[src/hw/rtl/random_byte_to_charset_sampler_top_assert.svh]
// Assertion macros shared by the sampler RTL.
// Each expects clk and rst_n in scope.
`ifndef RANDOM_BYTE_TO_CHARSET_SAMPLER_TOP_ASSERT_SVH
`define RANDOM_BYTE_TO_CHARSET_SAMPLER_TOP_ASSERT_SVH

// Same-cycle implication.
`define RBCS_ASSERT_IMP(lbl, ante, cons, msg) \
  lbl: assert property (@(posedge clk) disable iff (!rst_n) (ante) |-> (cons)) \
    else $error(msg);

// Next-cycle implication.
`define RBCS_ASSERT_NXT(lbl, ante, cons, msg) \
  lbl: assert property (@(posedge clk) disable iff (!rst_n) (ante) |=> (cons)) \
    else $error(msg);

`endif

[src/hw/rtl/rbcs_pkg.sv]
package rbcs_pkg;

  typedef struct packed {
    logic [7:0] random_byte;
    logic       restart;
  } in_item_t;

  typedef struct packed {
    logic [7:0] character;
    logic       last_of_run;
    logic       password_done;
  } out_item_t;

  // Up to two characters per input transaction
  typedef struct packed {
    logic [1:0] cnt;
    out_item_t  item0;
    out_item_t  item1;
  } res_bundle_t;

  localparam int unsigned CFG_IDX_W = 1;
  localparam int unsigned CFG_DATA_W = 8;
  localparam logic [CFG_IDX_W-1:0] CFG_ENABLED_SETS    = 1'b0;
  localparam logic [CFG_IDX_W-1:0] CFG_PASSWORD_LENGTH = 1'b1;

  localparam logic [3:0] SETS_RESET   = 4'd15;
  localparam logic [7:0] LENGTH_RESET = 8'd16;

  localparam logic [6:0] DIGIT_CNT   = 7'd10;
  localparam logic [6:0] ALPHA_CNT   = 7'd26;
  localparam logic [6:0] SPECIAL_CNT = 7'd14;

  localparam logic [7:0] DIGIT_BASE = 8'h30;  // '0'
  localparam logic [7:0] LOWER_BASE = 8'h61;  // 'a'
  localparam logic [7:0] UPPER_BASE = 8'h41;  // 'A'
  localparam logic [7:0] QMARK      = 8'h3F;  // '?'

  // !@#$%^&*()-_=+
  localparam logic [7:0] SPECIALS [14] = '{
    8'h21, 8'h40, 8'h23, 8'h24, 8'h25, 8'h5E, 8'h26,
    8'h2A, 8'h28, 8'h29, 8'h2D, 8'h5F, 8'h3D, 8'h2B
  };

  function automatic logic [6:0] alpha_size(input logic [3:0] sets);
    logic [6:0] s;
    s = '0;
    if (sets[0]) s = s + DIGIT_CNT;
    if (sets[1]) s = s + ALPHA_CNT;
    if (sets[2]) s = s + ALPHA_CNT;
    if (sets[3]) s = s + SPECIAL_CNT;
    return s;
  endfunction

  // Bits per draw: smallest b with 2^b >= size (size is 10..76 when non-zero)
  function automatic logic [2:0] draw_width(input logic [6:0] size);
    logic [2:0] w;
    if (size <= 7'd16) w = 3'd4;
    else if (size <= 7'd32) w = 3'd5;
    else if (size <= 7'd64) w = 3'd6;
    else w = 3'd7;
    return w;
  endfunction

  function automatic logic [7:0] pick_char(input logic [3:0] sets, input logic [6:0] pos);
    logic [6:0] p;
    logic [7:0] ch;
    logic       hit;
    p   = pos;
    ch  = QMARK;
    hit = 1'b0;
    if (sets[0]) begin
      if (p < DIGIT_CNT) begin
        ch  = DIGIT_BASE + {1'b0, p};
        hit = 1'b1;
      end else begin
        p = p - DIGIT_CNT;
      end
    end
    if (sets[1] && !hit) begin
      if (p < ALPHA_CNT) begin
        ch  = LOWER_BASE + {1'b0, p};
        hit = 1'b1;
      end else begin
        p = p - ALPHA_CNT;
      end
    end
    if (sets[2] && !hit) begin
      if (p < ALPHA_CNT) begin
        ch  = UPPER_BASE + {1'b0, p};
        hit = 1'b1;
      end else begin
        p = p - ALPHA_CNT;
      end
    end
    if (sets[3] && !hit && (p < SPECIAL_CNT)) begin
      ch = SPECIALS[p[3:0]];
    end
    return ch;
  endfunction

endpackage

[src/hw/rtl/random_byte_to_charset_sampler_top.sv]
// Random byte to password character sampler. Each random byte on the input
// channel is appended above the bits left over from earlier bytes; draws of
// 4 to 7 bits (enough to index the alphabet of enabled sets: digits, lower
// case, upper case, specials) are taken from the bottom, out-of-range draws
// are dropped and the rest become ASCII characters, at most two per byte.
// Characters stop once password_length (saturated at MAX_LENGTH) have been
// produced; a transaction with restart set begins a new password. A byte is
// registered on acceptance and turned into its characters in one pass once
// the result buffer has room; the characters are then registered there.
// Throughput is one input transaction per cycle while bytes yield at most one
// character and out_ready is high; a byte yielding two holds the next back
// until one of them has left the two-slot result buffer by the single output port.
// Configuration writes take effect at once; writing enabled_sets drops any
// held bits. Write only while the block is idle.

`include "random_byte_to_charset_sampler_top_assert.svh"

module random_byte_to_charset_sampler_top #(
  parameter int unsigned MAX_LENGTH = 128
) (
  input  logic                              clk,
  input  logic                              rst_n,
  input  logic                              in_valid,
  output logic                              in_ready,
  input  rbcs_pkg::in_item_t                in_data,
  output logic                              out_valid,
  input  logic                              out_ready,
  output rbcs_pkg::out_item_t               out_data,
  input  logic                              cfg_we,
  input  logic [rbcs_pkg::CFG_IDX_W-1:0]    cfg_index,
  input  logic [rbcs_pkg::CFG_DATA_W-1:0]   cfg_wdata
);

  localparam logic [7:0] MAX_LEN_C = 8'(MAX_LENGTH);

  // configuration registers
  logic [3:0] sets_r, sets_nxt;
  logic [7:0] len_r, len_nxt;
  logic       sets_wr;
  logic [7:0] eff_len;

  // input register
  rbcs_pkg::in_item_t in_r, in_nxt;
  logic               in_vld_r, in_vld_nxt;

  logic                  can_take;
  logic                  proc_fire;
  logic                  in_accept;
  rbcs_pkg::res_bundle_t res;

  always_comb begin
    sets_nxt = sets_r;
    len_nxt  = len_r;
    sets_wr  = 1'b0;
    if (cfg_we) begin
      case (cfg_index)
        rbcs_pkg::CFG_ENABLED_SETS: begin
          sets_nxt = cfg_wdata[3:0];
          sets_wr  = 1'b1;
        end
        rbcs_pkg::CFG_PASSWORD_LENGTH: begin
          len_nxt = cfg_wdata[7:0];
        end
        default: begin
        end
      endcase
    end
  end

  assign eff_len = (len_r > MAX_LEN_C) ? MAX_LEN_C : len_r;

  // Input stage: the held byte moves on as soon as the result buffer has room
  assign proc_fire = in_vld_r && can_take;
  assign in_ready  = !in_vld_r || can_take;
  assign in_accept = in_valid && in_ready;

  always_comb begin
    in_nxt     = in_r;
    in_vld_nxt = in_vld_r;
    if (proc_fire) begin
      in_vld_nxt = 1'b0;
    end
    if (in_accept) begin
      in_nxt     = in_data;
      in_vld_nxt = 1'b1;
    end
  end

  always_ff @(posedge clk) begin
    if (!rst_n) begin
      sets_r   <= rbcs_pkg::SETS_RESET;
      len_r    <= rbcs_pkg::LENGTH_RESET;
      in_vld_r <= 1'b0;
    end else begin
      sets_r   <= sets_nxt;
      len_r    <= len_nxt;
      in_vld_r <= in_vld_nxt;
    end
  end

  always_ff @(posedge clk) begin
    in_r <= in_nxt;
  end

  rbcs_core u_core (
    .clk     (clk),
    .rst_n   (rst_n),
    .sets    (sets_r),
    .eff_len (eff_len),
    .sets_wr (sets_wr),
    .fire    (proc_fire),
    .item    (in_r),
    .res     (res)
  );

  rbcs_res_buf u_res_buf (
    .clk       (clk),
    .rst_n     (rst_n),
    .load      (proc_fire),
    .res       (res),
    .can_take  (can_take),
    .out_valid (out_valid),
    .out_ready (out_ready),
    .out_data  (out_data)
  );

  `RBCS_ASSERT_NXT(a_fire_drains, proc_fire && !in_accept, !in_vld_r,
                   "input register not freed after transaction moved on")

endmodule

[src/hw/rtl/rbcs_core.sv]
`include "random_byte_to_charset_sampler_top_assert.svh"

module rbcs_core (
  input  logic                 clk,
  input  logic                 rst_n,
  input  logic [3:0]           sets,
  input  logic [7:0]           eff_len,
  input  logic                 sets_wr,
  input  logic                 fire,
  input  rbcs_pkg::in_item_t   item,
  output rbcs_pkg::res_bundle_t res
);

  logic [6:0] pool_r, pool_nxt;
  logic [2:0] held_r, held_nxt;
  logic [7:0] cnt_r, cnt_nxt;

  logic [6:0]  pool_v;
  logic [2:0]  held_v;
  logic [7:0]  cnt_v;
  logic [6:0]  size;
  logic [2:0]  w;
  logic [3:0]  w2;
  logic        idle;
  logic [14:0] acc, sh1, sh2;
  logic [6:0]  mask7, d0, d1;
  logic [3:0]  avail, left;
  logic        two, ok0, ok1, emit1, done0, done1;
  logic [7:0]  cnt1;
  logic [1:0]  nres;
  logic [7:0]  c0, c1;

  always_comb begin
    pool_v = item.restart ? '0 : pool_r;
    held_v = item.restart ? '0 : held_r;
    cnt_v  = item.restart ? '0 : cnt_r;

    size = rbcs_pkg::alpha_size(sets);
    w    = rbcs_pkg::draw_width(size);
    w2   = {w, 1'b0};
    idle = (size == '0) || (cnt_v >= eff_len);

    acc   = {8'b0, pool_v} | ({7'b0, item.random_byte} << held_v);
    mask7 = 7'h7F >> (3'd7 - w);
    sh1   = acc >> w;
    sh2   = acc >> w2;
    d0    = acc[6:0] & mask7;
    d1    = sh1[6:0] & mask7;
    avail = {1'b0, held_v} + 4'd8;
    two   = avail >= w2;
    left  = two ? (avail - w2) : (avail - {1'b0, w});

    ok0   = !idle && (d0 < size);
    ok1   = !idle && two && (d1 < size);
    done0 = ok0 && (({1'b0, cnt_v} + 9'd1) >= {1'b0, eff_len});
    cnt1  = cnt_v + {7'b0, ok0};
    emit1 = ok1 && !done0;
    done1 = emit1 && (({1'b0, cnt1} + 9'd1) >= {1'b0, eff_len});
    nres  = {1'b0, ok0} + {1'b0, emit1};

    c0 = rbcs_pkg::pick_char(sets, d0);
    c1 = rbcs_pkg::pick_char(sets, d1);
  end

  always_comb begin
    res.cnt                 = nres;
    res.item0.character     = ok0 ? c0 : c1;
    res.item0.password_done = ok0 ? done0 : done1;
    res.item0.last_of_run   = (nres == 2'd1);
    res.item1.character     = c1;
    res.item1.password_done = done1;
    res.item1.last_of_run   = 1'b1;
  end

  always_comb begin
    pool_nxt = pool_r;
    held_nxt = held_r;
    cnt_nxt  = cnt_r;
    if (fire) begin
      cnt_nxt = cnt_v + {6'b0, nres};
      if (idle || done0 || done1) begin
        pool_nxt = '0;
        held_nxt = '0;
      end else begin
        pool_nxt = two ? sh2[6:0] : sh1[6:0];
        held_nxt = left[2:0];
      end
    end
    // new alphabet: stale bits are of the wrong width
    if (sets_wr) begin
      pool_nxt = '0;
      held_nxt = '0;
    end
  end

  always_ff @(posedge clk) begin
    if (!rst_n) begin
      pool_r <= '0;
      held_r <= '0;
      cnt_r  <= '0;
    end else begin
      pool_r <= pool_nxt;
      held_r <= held_nxt;
      cnt_r  <= cnt_nxt;
    end
  end

  `RBCS_ASSERT_IMP(a_held_below_width, 1'b1, held_r < w, "held bits reach draw width")
  `RBCS_ASSERT_IMP(a_pool_clean, 1'b1, (pool_r >> held_r) == 7'd0, "pool bits above held count")
  `RBCS_ASSERT_NXT(a_done_at_len, fire && (done0 || done1), cnt_r == $past(eff_len),
                   "password done with count not at length")

endmodule

[src/hw/rtl/rbcs_res_buf.sv]
`include "random_byte_to_charset_sampler_top_assert.svh"

module rbcs_res_buf (
  input  logic                  clk,
  input  logic                  rst_n,
  input  logic                  load,
  input  rbcs_pkg::res_bundle_t res,
  output logic                  can_take,
  output logic                  out_valid,
  input  logic                  out_ready,
  output rbcs_pkg::out_item_t   out_data
);

  rbcs_pkg::out_item_t slot0_r, slot0_nxt;
  rbcs_pkg::out_item_t slot1_r, slot1_nxt;
  logic [1:0]          cnt_r, cnt_nxt;

  assign out_valid = (cnt_r != 2'd0);
  assign out_data  = slot0_r;
  // room once whatever is left drains this cycle
  assign can_take  = (cnt_r == 2'd0) || ((cnt_r == 2'd1) && out_ready);

  always_comb begin
    slot0_nxt = slot0_r;
    slot1_nxt = slot1_r;
    cnt_nxt   = cnt_r;
    if (out_valid && out_ready) begin
      slot0_nxt = slot1_r;
      cnt_nxt   = cnt_r - 2'd1;
    end
    if (load) begin
      slot0_nxt = res.item0;
      slot1_nxt = res.item1;
      cnt_nxt   = res.cnt;
    end
  end

  always_ff @(posedge clk) begin
    if (!rst_n) begin
      cnt_r <= '0;
    end else begin
      cnt_r <= cnt_nxt;
    end
  end

  always_ff @(posedge clk) begin
    slot0_r <= slot0_nxt;
    slot1_r <= slot1_nxt;
  end

  `RBCS_ASSERT_IMP(a_fill_range, 1'b1, cnt_r != 2'd3, "result buffer overfilled")

endmodule

[config.mk]
export PLATFORM = sky130hd
export DESIGN_NAME = random_byte_to_charset_sampler_top
export DESIGN_NICKNAME = d
export VERILOG_FILES = /design/src/hw/rtl/rbcs_pkg.sv /design/src/hw/rtl/random_byte_to_charset_sampler_top.sv /design/src/hw/rtl/rbcs_core.sv /design/src/hw/rtl/rbcs_res_buf.sv
export VERILOG_INCLUDE_DIRS = /design/src /design/src/hw/rtl
export SDC_FILE = /design/constraint.sdc
export NUM_CORES = 1
export LEC_CHECK = 0
export BUFFER_PORTS_ARGS = -buffer_cell sky130_fd_sc_hd__buf_2
export CORE_ASPECT_RATIO = 1.4
export CORE_MARGIN = 3
export CORE_UTILIZATION = 55
export CTS_BUF_LIST = sky130_fd_sc_hd__clkbuf_4 sky130_fd_sc_hd__clkbuf_8
export DETAILED_ROUTE_END_ITERATION = 10
export GPL_TIMING_DRIVEN = 0
export PLACE_DENSITY_LB_ADDON = 0.1
export SLEW_MARGIN = 20
export SYNTH_ARGS = -nofsm -noshare
export SYNTH_HDL_FRONTEND = slang
export SYNTH_SLANG_ARGS = --single-unit
[constraint.sdc]
create_clock -name clk -period 6.5 [get_ports clk]
set_input_delay 0 -clock clk [delete_from_list [all_inputs] [get_ports clk]]
set_output_delay 0 -clock clk [all_outputs]
set_load 0.02 [all_outputs]
# Word level (Yosys, flattened, before mapping)
# Memories as Yosys holds them, arrays and structs flattened.
# Index checks and enable logic that the tools add are counted.
# word_totals
register_bits	61
romBits	256
elab_cells	181
n_memories	2
# memory_table
memory	words	word_bits	rd	rd_ports_with_merged_regs	write_ports	line	source
(name not given)	16	8	1	0	0	rbcs_pkg.sv:96	ch = SPECIALS[p[3:0]];
(name not given)	16	8	1	0	0	rbcs_pkg.sv:96	
# classes
add_sub_neg	25
order_cmp	20
n_eq_ne	2
n_shift	4
mux	67
bitwise_logic	7
reduce_logical	40
# ops
op	count
8-bit two-way mux	21
7-bit two-way mux	18
7-bit by 7-bit adder with 8-bit output, first input constant	4
7-bit by 4-bit less-than comparator with 1-bit output, second input constant	4
7-bit by 5-bit less-than comparator with 1-bit output, second input constant	4
7-bit by 5-bit subtractor with 7-bit output, second input constant	4
10-bit two-way mux	2
8-bit by 1-bit adder with 9-bit output, second input constant	2
9-bit by 8-bit greater-or-equal comparator with 1-bit output	2
1-bit logical AND	18
1-bit two-way mux	18
6-bit by 7-bit adder with 8-bit output, first input constant	2
3-bit two-way mux	5
7-bit by 15-bit bitwise OR with 15-bit output	1
8-bit by 3-bit left shift with 15-bit output	1
15-bit by 3-bit right shift with 7-bit output	1
15-bit by 4-bit right shift with 7-bit output	1
7-bit AND	2
7-bit less-than comparator	2
7-bit by 4-bit subtractor with 7-bit output, second input constant	2
5-bit greater-or-equal comparator, second input constant	2
4-bit NOT with 5-bit output	2
1-bit zero test	9
8-bit by 1-bit adder with 8-bit output	1
other kinds (26)	37

# Longest topological paths before layout
# Gate-level depths: netlist of run 1.
# depth
word_depth	30
depth_mapped	33
ltp_nobuf	29

# By module
# A second synthesis of run 1 with hierarchy kept.
# unflattened
cells_unflattened	1037
hier_area_um2	8214.1
# modules_own_cells
module	n_inst	cells_each	area_each_um2	seq_area_each_um2
rbcs_core	1	909	6459.9	360.3
rbcs_res_buf	1	50	907.1	640.6
random_byte_to_charset_sampler_top	1	78	847.1	530.5

# Least setup slack after synthesis of run 1
# No wires, ideal clock.
# synth_timing
kind	reg2reg
startpoint	reg sets_r[0]
endpoint	reg u_res_buf.slot0_r (netlist bit u_res_buf.out_data[7]) (data pin)
setup_time_ns	0.261
arrival_time_ns	6.600
required_ns	6.239
setup_slack_ns	-0.361
stages_incl_launch_ff	31
n_path_buf	5
path_cell_list	dfxtp_1 -> clkbuf_1 -> inv_1 -> clkbuf_1 -> ha_1 -> buf_2 -> nand2_1 -> o2bb2ai_1 -> nand4_1 -> o21a_1 -> clkbuf_1 -> nand2_1 -> ha_1 -> inv_1 -> o211ai_1 -> xor2_1 -> and2_4 -> buf_6 -> a21o_1 -> o22ai_2 -> ha_1 -> or2b_1 -> o311ai_4 -> nand4_4 -> mux2_4 -> clkinv_1 -> a211o_1 -> a2111oi_4 -> mux2_4 -> nor2_1 -> a221o_1
# synth_lines
element	line	source
start: declaration	random_byte_to_charset_sampler_top.sv:37	logic [3:0] sets_r, sets_nxt;
start signal: assignment	random_byte_to_charset_sampler_top.sv:91	sets_r <= rbcs_pkg::SETS_RESET;
start signal: assignment	random_byte_to_charset_sampler_top.sv:95	sets_r <= sets_nxt;
end signal: assignment	rbcs_res_buf.sv:47	slot0_r <= slot0_nxt;
end: declaration	rbcs_res_buf.sv:14	rbcs_pkg::out_item_t slot0_r, slot0_nxt;

==> results of run 1 <==
==> Yosys cell counts (all sizes together), types with 24 or more instances <==
cell	n	area [sq um]
nand2	120	453
nor2	78	295
a21oi	65	325
ha	65	813
o21ai	61	305
inv	45	171
clkbuf	41	154
nand3	38	190
dfxtp	33	661
edfxtp	28	841
xnor2	27	255
nor3	25	141
nand2b	24	150
==> logic make-up after synthesis <==
logic type	Yosys count
multiplexers	34
AND/OR/NAND/NOR	364
flip-flops	61
buffers and inverters	101
adder cells (fa/ha/maj)	71
AO/OA/AOI/OAI	315
XOR/XNOR	45
==> worst paths after layout <==
check	start	to	slack, ns	depth (start not counted)
worst min register to register	len_r[0]	len_r[0]	0.46	2
worst min-delay path	cfg_index	len_r[5]	0.06	3
worst max register to register	sets_r[0]	u_res_buf.out_data[7]	0.02	29
worst max-delay path	sets_r[0]	u_res_buf.out_data[7]	0.02	29
==> layout make-up <==
class / instances / area [sq um] / share of cell area
Multi-Input combinational cell: 829 / 6280 / 0.654
Sequential cell: 61 / 1510 / 0.157
Timing Repair Buffer: 116 / 875 / 0.0911
Buffer: 49 / 302 / 0.0314
Tap cell: 182 / 228 / 0.0237
Inverter: 48 / 191 / 0.0200
Clock buffer: 10 / 131 / 0.0137
Clock inverter: 6 / 85.1 / 0.00887
==> sequential cells by signal (all words and copies together) (netlist names) <==
register            cells
u_res_buf.out_data     10
in_r                    9
u_res_buf.slot1_r       9
len_r                   8
u_core.cnt_r            8
u_core.pool_r           7
sets_r                  4
u_core.held_r           3
u_res_buf.cnt_r         2
in_vld_r                1
==> timing repair <==
action | 4_1_cts | 5_1_grt
hold buffers | 21 | 0
hold endpoints to repair | 24 | 0
setup endpoints to repair | 28 | 28
gates resized for setup | 47 | 97
gates cloned | 0 | 1
pin swaps | 23 | 37
buffers inserted | 23 | 38
==> tightest hold or removal path, delay by kind of cell <==
family	cells	cell delay, ns
buf+inv	1	0.18
simple gates	1	0.12
compound gates	1	0.06
==> layer usage <==
layer	GRT usage	vias up	part of all wire	wire (um)
met5	0	-	0	0
met2	0.525	384	0.48	11800
met3	0.0395	104	0.067	1630
li1	-	3906	-	-
met1	0.351	3842	0.39	9400
met4	0.161	0	0.062	1520
==> where the power goes <==
| part | leakage, nW | internal [mW] | total, mW | switching [mW] |
|---|---|---|---|---|
| registers | 0.534 | 0.467 | 0.492 | 0.0248 |
| logic | 3.20 | 0.806 | 1.91 | 1.10 |
| clock network | 0.108 | 0.220 | 0.389 | 0.169 |
==> flow_summary_export.csv, run 1 <==
group,metric,value,unit
cts,cts_buffers,9,
drt,drc,0,
layout,nNetsFinal,1205,
die,io_pins,35,
setup_path,critPathKind,"register to register",
cts,clockBufferDepth,2,
die,initial_utilization,0.568,
synth,yosys.area_share.adder,0.118,
drt,vias,8236,
die,die_w,106,um
layout,syn_to_final_growth,25.0,%
die,core,13500,sq um
sta,setup_viol,0,
synth,netlist_instances,991,
place,port_buffers,32,
power,power_density,291,nW/um^2
die,dieArea,15400,sq um
setup_path,crit_required,6.60,ns
die,die_h,146,um
sta,worst_pin_slew,0.986,ns
sta,fin_setup_tns,0,ns
synth,yosys_warnings,0,
setup_path,start_kind,"register",
grt,grtUsageTotal,0.299,
sta,drv_slew,0,
setup_path,end_kind,"register",
synth,syn_avg_cell_area,7.75,sq um
sta,skew,0.0123,ns
place,hpwlAfterDp,17400,um
sta,maxSlewHeadroom,0.343,
cts,clkSlewWorstSetupHoldPaths,0.07,ns
layout,n_fill_cell,1106,
place,dp_worst_setup_slack,-1.42,ns
grt,grt_max_degree,19,
cts,cts_root_buf,"clkbuf_8",
place,place_inst,1206,
synth,synth_edf_count,28,
sta,period_needed,6.48,ns
layout,finalNonFillerCells,1301,
sta,fmax,154,MHz
synth,netlist_area,7680,sq um
layout,final_core_util,0.710,
cts,clock_latency,0.36,ns
sta,rsz0062_at_grt,"yes",
place,placed_area,8100,sq um
drt,wl,24400,um
drt,antenna_left,0,
power,peakVddDrop,0.000297,V
setup_path,path_buf_inv,8,
setup_path,cpPeakStageDelay,0.39,ns
layout,drive_gt1_frac,0.218,
cts,cts_tree,"built",
job,drv_cap,0,
setup_path,cp_top_family,"compound AO/OA/AOI/OAI gates",
layout,layout.cells.most_common,"nand2_1",
synth,synth_xor_area_frac,0.0557,
place,gp_congestion,0.941,
grt,grt_pass1_wl,37500,um
drt,wl_per_cell,18.7,um
layout,layout_common_cells,"nand2_1 (116), nor2_1 (73), buf_4 (60)",
synth,synth_seq_area_share,0.196,
drt,dr.first_iter.drc_count,699,
synth,synthSimpleGateAreaFrac,0.231,
synth,syn-num-nets,1082,
grt,overflow,0,
setup_path,slowest_stage,"dfxtp_4",
drt,dr.pass1.iters,5,
synth,muxShareOfSynthArea,0.0549,
drt,vias_per_cell,6.33,
synth,synthArstFlopShare,0,
power,leakage,3.84,nW
layout,n_antenna_cell,0,
sta,min_period_over_period,0.997,
synth,synth.distinct_cells,92,
synth,ys_ff_latch,61,
power,power.total,2.79,mW
setup_path,crit_fanout,10,
min_path,min_path_type,"input port to register",
cts,htree_levels,3,
synth,synth_top_family_by_area,"compound AO/OA/AOI/OAI gates",
layout,final_cell_area,9600,sq um
sta,worst_slack,0.0169,ns
sta,hold_slack,0.0568,ns
synth,synth_compound_area_frac,0.291,
synth,yosys_most_used_dff,"dfxtp_1",
grt,grt_pass1_vias,7527,
outcome,status,"complete, no violations",
die,rows,50,
cts,cts_sinks,61,
setup_path,critPathArrivalTime,6.58,ns
grt,antenna_found_initial,0,
sta,hold_violations,0,
Power figures use the tool's default switching activity.
==> run 2: changes to the inputs <==
Settings changed: HOLD_SLACK_MARGIN set to 0.06.
Clock period 6.5 ns to 7.6 ns, I/O delays scaled along.
==> run 2 against run 1 <==
Flip-flop and latch count stayed put. Via count down 4.7%. Critical endpoint unchanged. First-iteration DRC count is 15% lower. Sequential power shrank 15%. Critical path depth unchanged. Combinational power down 25%. Register-to-register slack improved by 0.35 ns. Largest power group unchanged.
==> flow_summary_export.csv, run 2 (synthesis gave the netlist of run 1 again) <==
group,metric,value,unit
sta,maxSlewHeadroom,0.327,
sta,worst_pin_slew,0.999,ns
place,dp_worst_setup_slack,-0.892,ns
setup_path,crit_required,7.72,ns
grt,overflow,0,
setup_path,slowest_stage,"ha_2",
cts,cts_root_buf,"clkbuf_8",
layout,nNetsFinal,1160,
die,die_w,106,um
die,io_pins,35,
drt,wl,23400,um
sta,skew,0.0161,ns
power,power.total,2.18,mW
min_path,min_path_type,"input port to register",
setup_path,critPathKind,"register to register",
die,dieArea,15400,sq um
grt,grtUsageTotal,0.295,
setup_path,ff2ff_path_depth,29,
cts,clock_latency,0.37,ns
sta,period_needed,7.23,ns
sta,rsz0062_at_grt,"yes",
die,rows,50,
setup_path,cpPeakStageDelay,0.41,ns
place,gp_congestion,0.943,
min_path,min-delay-start,"cfg_index",
place,hpwlAfterDp,17800,um
place,port_buffers,32,
sta,setup_viol,0,
place,placed_area,8060,sq um
layout,multi_input_area,5950,sq um
layout,layout_common_cells,"nand2_1 (118), nor2_1 (76), ha_1 (62)",
die,initial_utilization,0.568,
drt,dr.pass1.iters,6,
die,die_h,146,um
grt,grt_pass1_vias,7341,
grt,grt_pass1_wl,37000,um
die,core,13500,sq um
drt,wl_per_cell,18.6,um
cts,clkSlewWorstSetupHoldPaths,0.08,ns
cts,clockBufferDepth,2,
setup_path,critPathLaunch,"sets_r[0]",
layout,seq_area,1500,sq um
min_path,whs_path_depth,3,
cts,cts_tree,"built",
drt,dr.first_iter.drc_count,596,
setup_path,end_kind,"register",
sta,fmax,138,MHz
drt,antenna_left,0,
drt,vias_per_cell,6.25,
setup_path,critPathArrivalTime,7.35,ns
setup_path,start_kind,"register",
sta,hold_violations,0,
cts,cts_sinks,61,
layout,n_antenna_cell,0,
power,power_density,247,nW/um^2
power,leakage,3.51,nW
setup_path,crit_fanout,12,
grt,antenna_found_initial,0,
cts,htree_levels,3,
layout,n_fill_cell,1261,
sta,drv_slew,0,
outcome,status,"complete, no violations",
layout,final_cell_area,8800,sq um
power,peakVddDrop,0.000141,V
layout,layout.cells.most_common,"nand2_1",
layout,drive_gt1_frac,0.129,
drt,drc,0,
sta,worst_slack,0.371,ns
layout,syn_to_final_growth,14.7,%
cts,cts_buffers,9,
setup_path,reg2reg_from,"sets_r[0]",
grt,grt_max_degree,19,
drt,vias,7846,
layout,largest_reg_flops,10,
layout,final_core_util,0.652,
sta,min_period_over_period,0.951,
job,drv_cap,0,
[run 2: changes by cell type in the layout (fill, tap and decap cells not counted), sizes merged]
cell | before | now
clkbuf | 43 | 49
dlygate4sd3 | 21 | 23
mux2i | 23 | 24
inv | 44 | 45
clkinvlp | 3 | 0
buf | 111 | 57
clkinv | 5 | 7
[run 2: cell type report]
type / instances / share of cell area
Sequential cell: 61 / 0.171
Buffer: 50 / 0.0260
Tap cell: 182 / 0.0259
Timing Repair Buffer: 69 / 0.0560
Multi-Input combinational cell: 830 / 0.676
Inverter: 48 / 0.0209
Clock inverter: 6 / 0.00995
Clock buffer: 10 / 0.0149
[run 2: per-stage QoR]
| stage | std cells | hold slack, ns | setup TNS (ns) |
|---|---|---|---|
| 6_report | 1256 | 0.0826 | 0 |
| 5_1_grt | 1256 | 0.130 | -0.143 |
| 3_3_place_gp | 1205 | 0.178 | -13.22 |
| 2_1_floorplan | 991 | 0.0989 | 0 |
| 3_5_place_dp | 1205 | 0.179 | -13.10 |
| 4_1_cts | 1243 | 0.0754 | 0 |
[run 2: critical path, delay by kind of cell, from the launching register on]
family / cells / cell delay [ns]
AND/OR/NAND/NOR: 8 / 1.85
AO/OA/AOI/OAI: 7 / 1.67
buffers and inverters: 8 / 1.38
adder cells (fa/ha/maj): 4 / 1.23
flip-flops: 1 / 0.38
XOR/XNOR: 1 / 0.29
multiplexers: 1 / 0.16
[run 2: repair_timing]
item	in CTS	in global routing
setup endpoints to repair	24	24
gates resized for setup	14	33
pin swaps	1	5
cloned	0	1
endpoints found under the hold margin	24	0
buffers inserted	1	12
hold buffers	23	0
[run 2: path summary, 6_finish.rpt]
kind	slack (ns)	endpoint
worst max register to register	0.37	u_res_buf.out_data[7]
worst max-delay path	0.37	u_res_buf.out_data[7]
worst min-delay path	0.08	len_r[5]
worst min register to register	0.48	len_r[6]
[run 2: routing by layer]
metal	vias to the layer above	part of all wire	track usage
met5	-	0	0
met4	0	0.057	0.140
met3	85	0.043	0.0320
met2	273	0.51	0.553
met1	3654	0.39	0.326
li1	3834	-	-
[run 2: where the power goes]
| group | internal [mW] | leakage [nW] | switching [mW] | total [mW] |
|---|---|---|---|---|
| combinational | 0.557 | 2.87 | 0.868 | 1.43 |
| clock | 0.188 | 0.114 | 0.146 | 0.334 |
| sequential | 0.400 | 0.534 | 0.0198 | 0.420 |
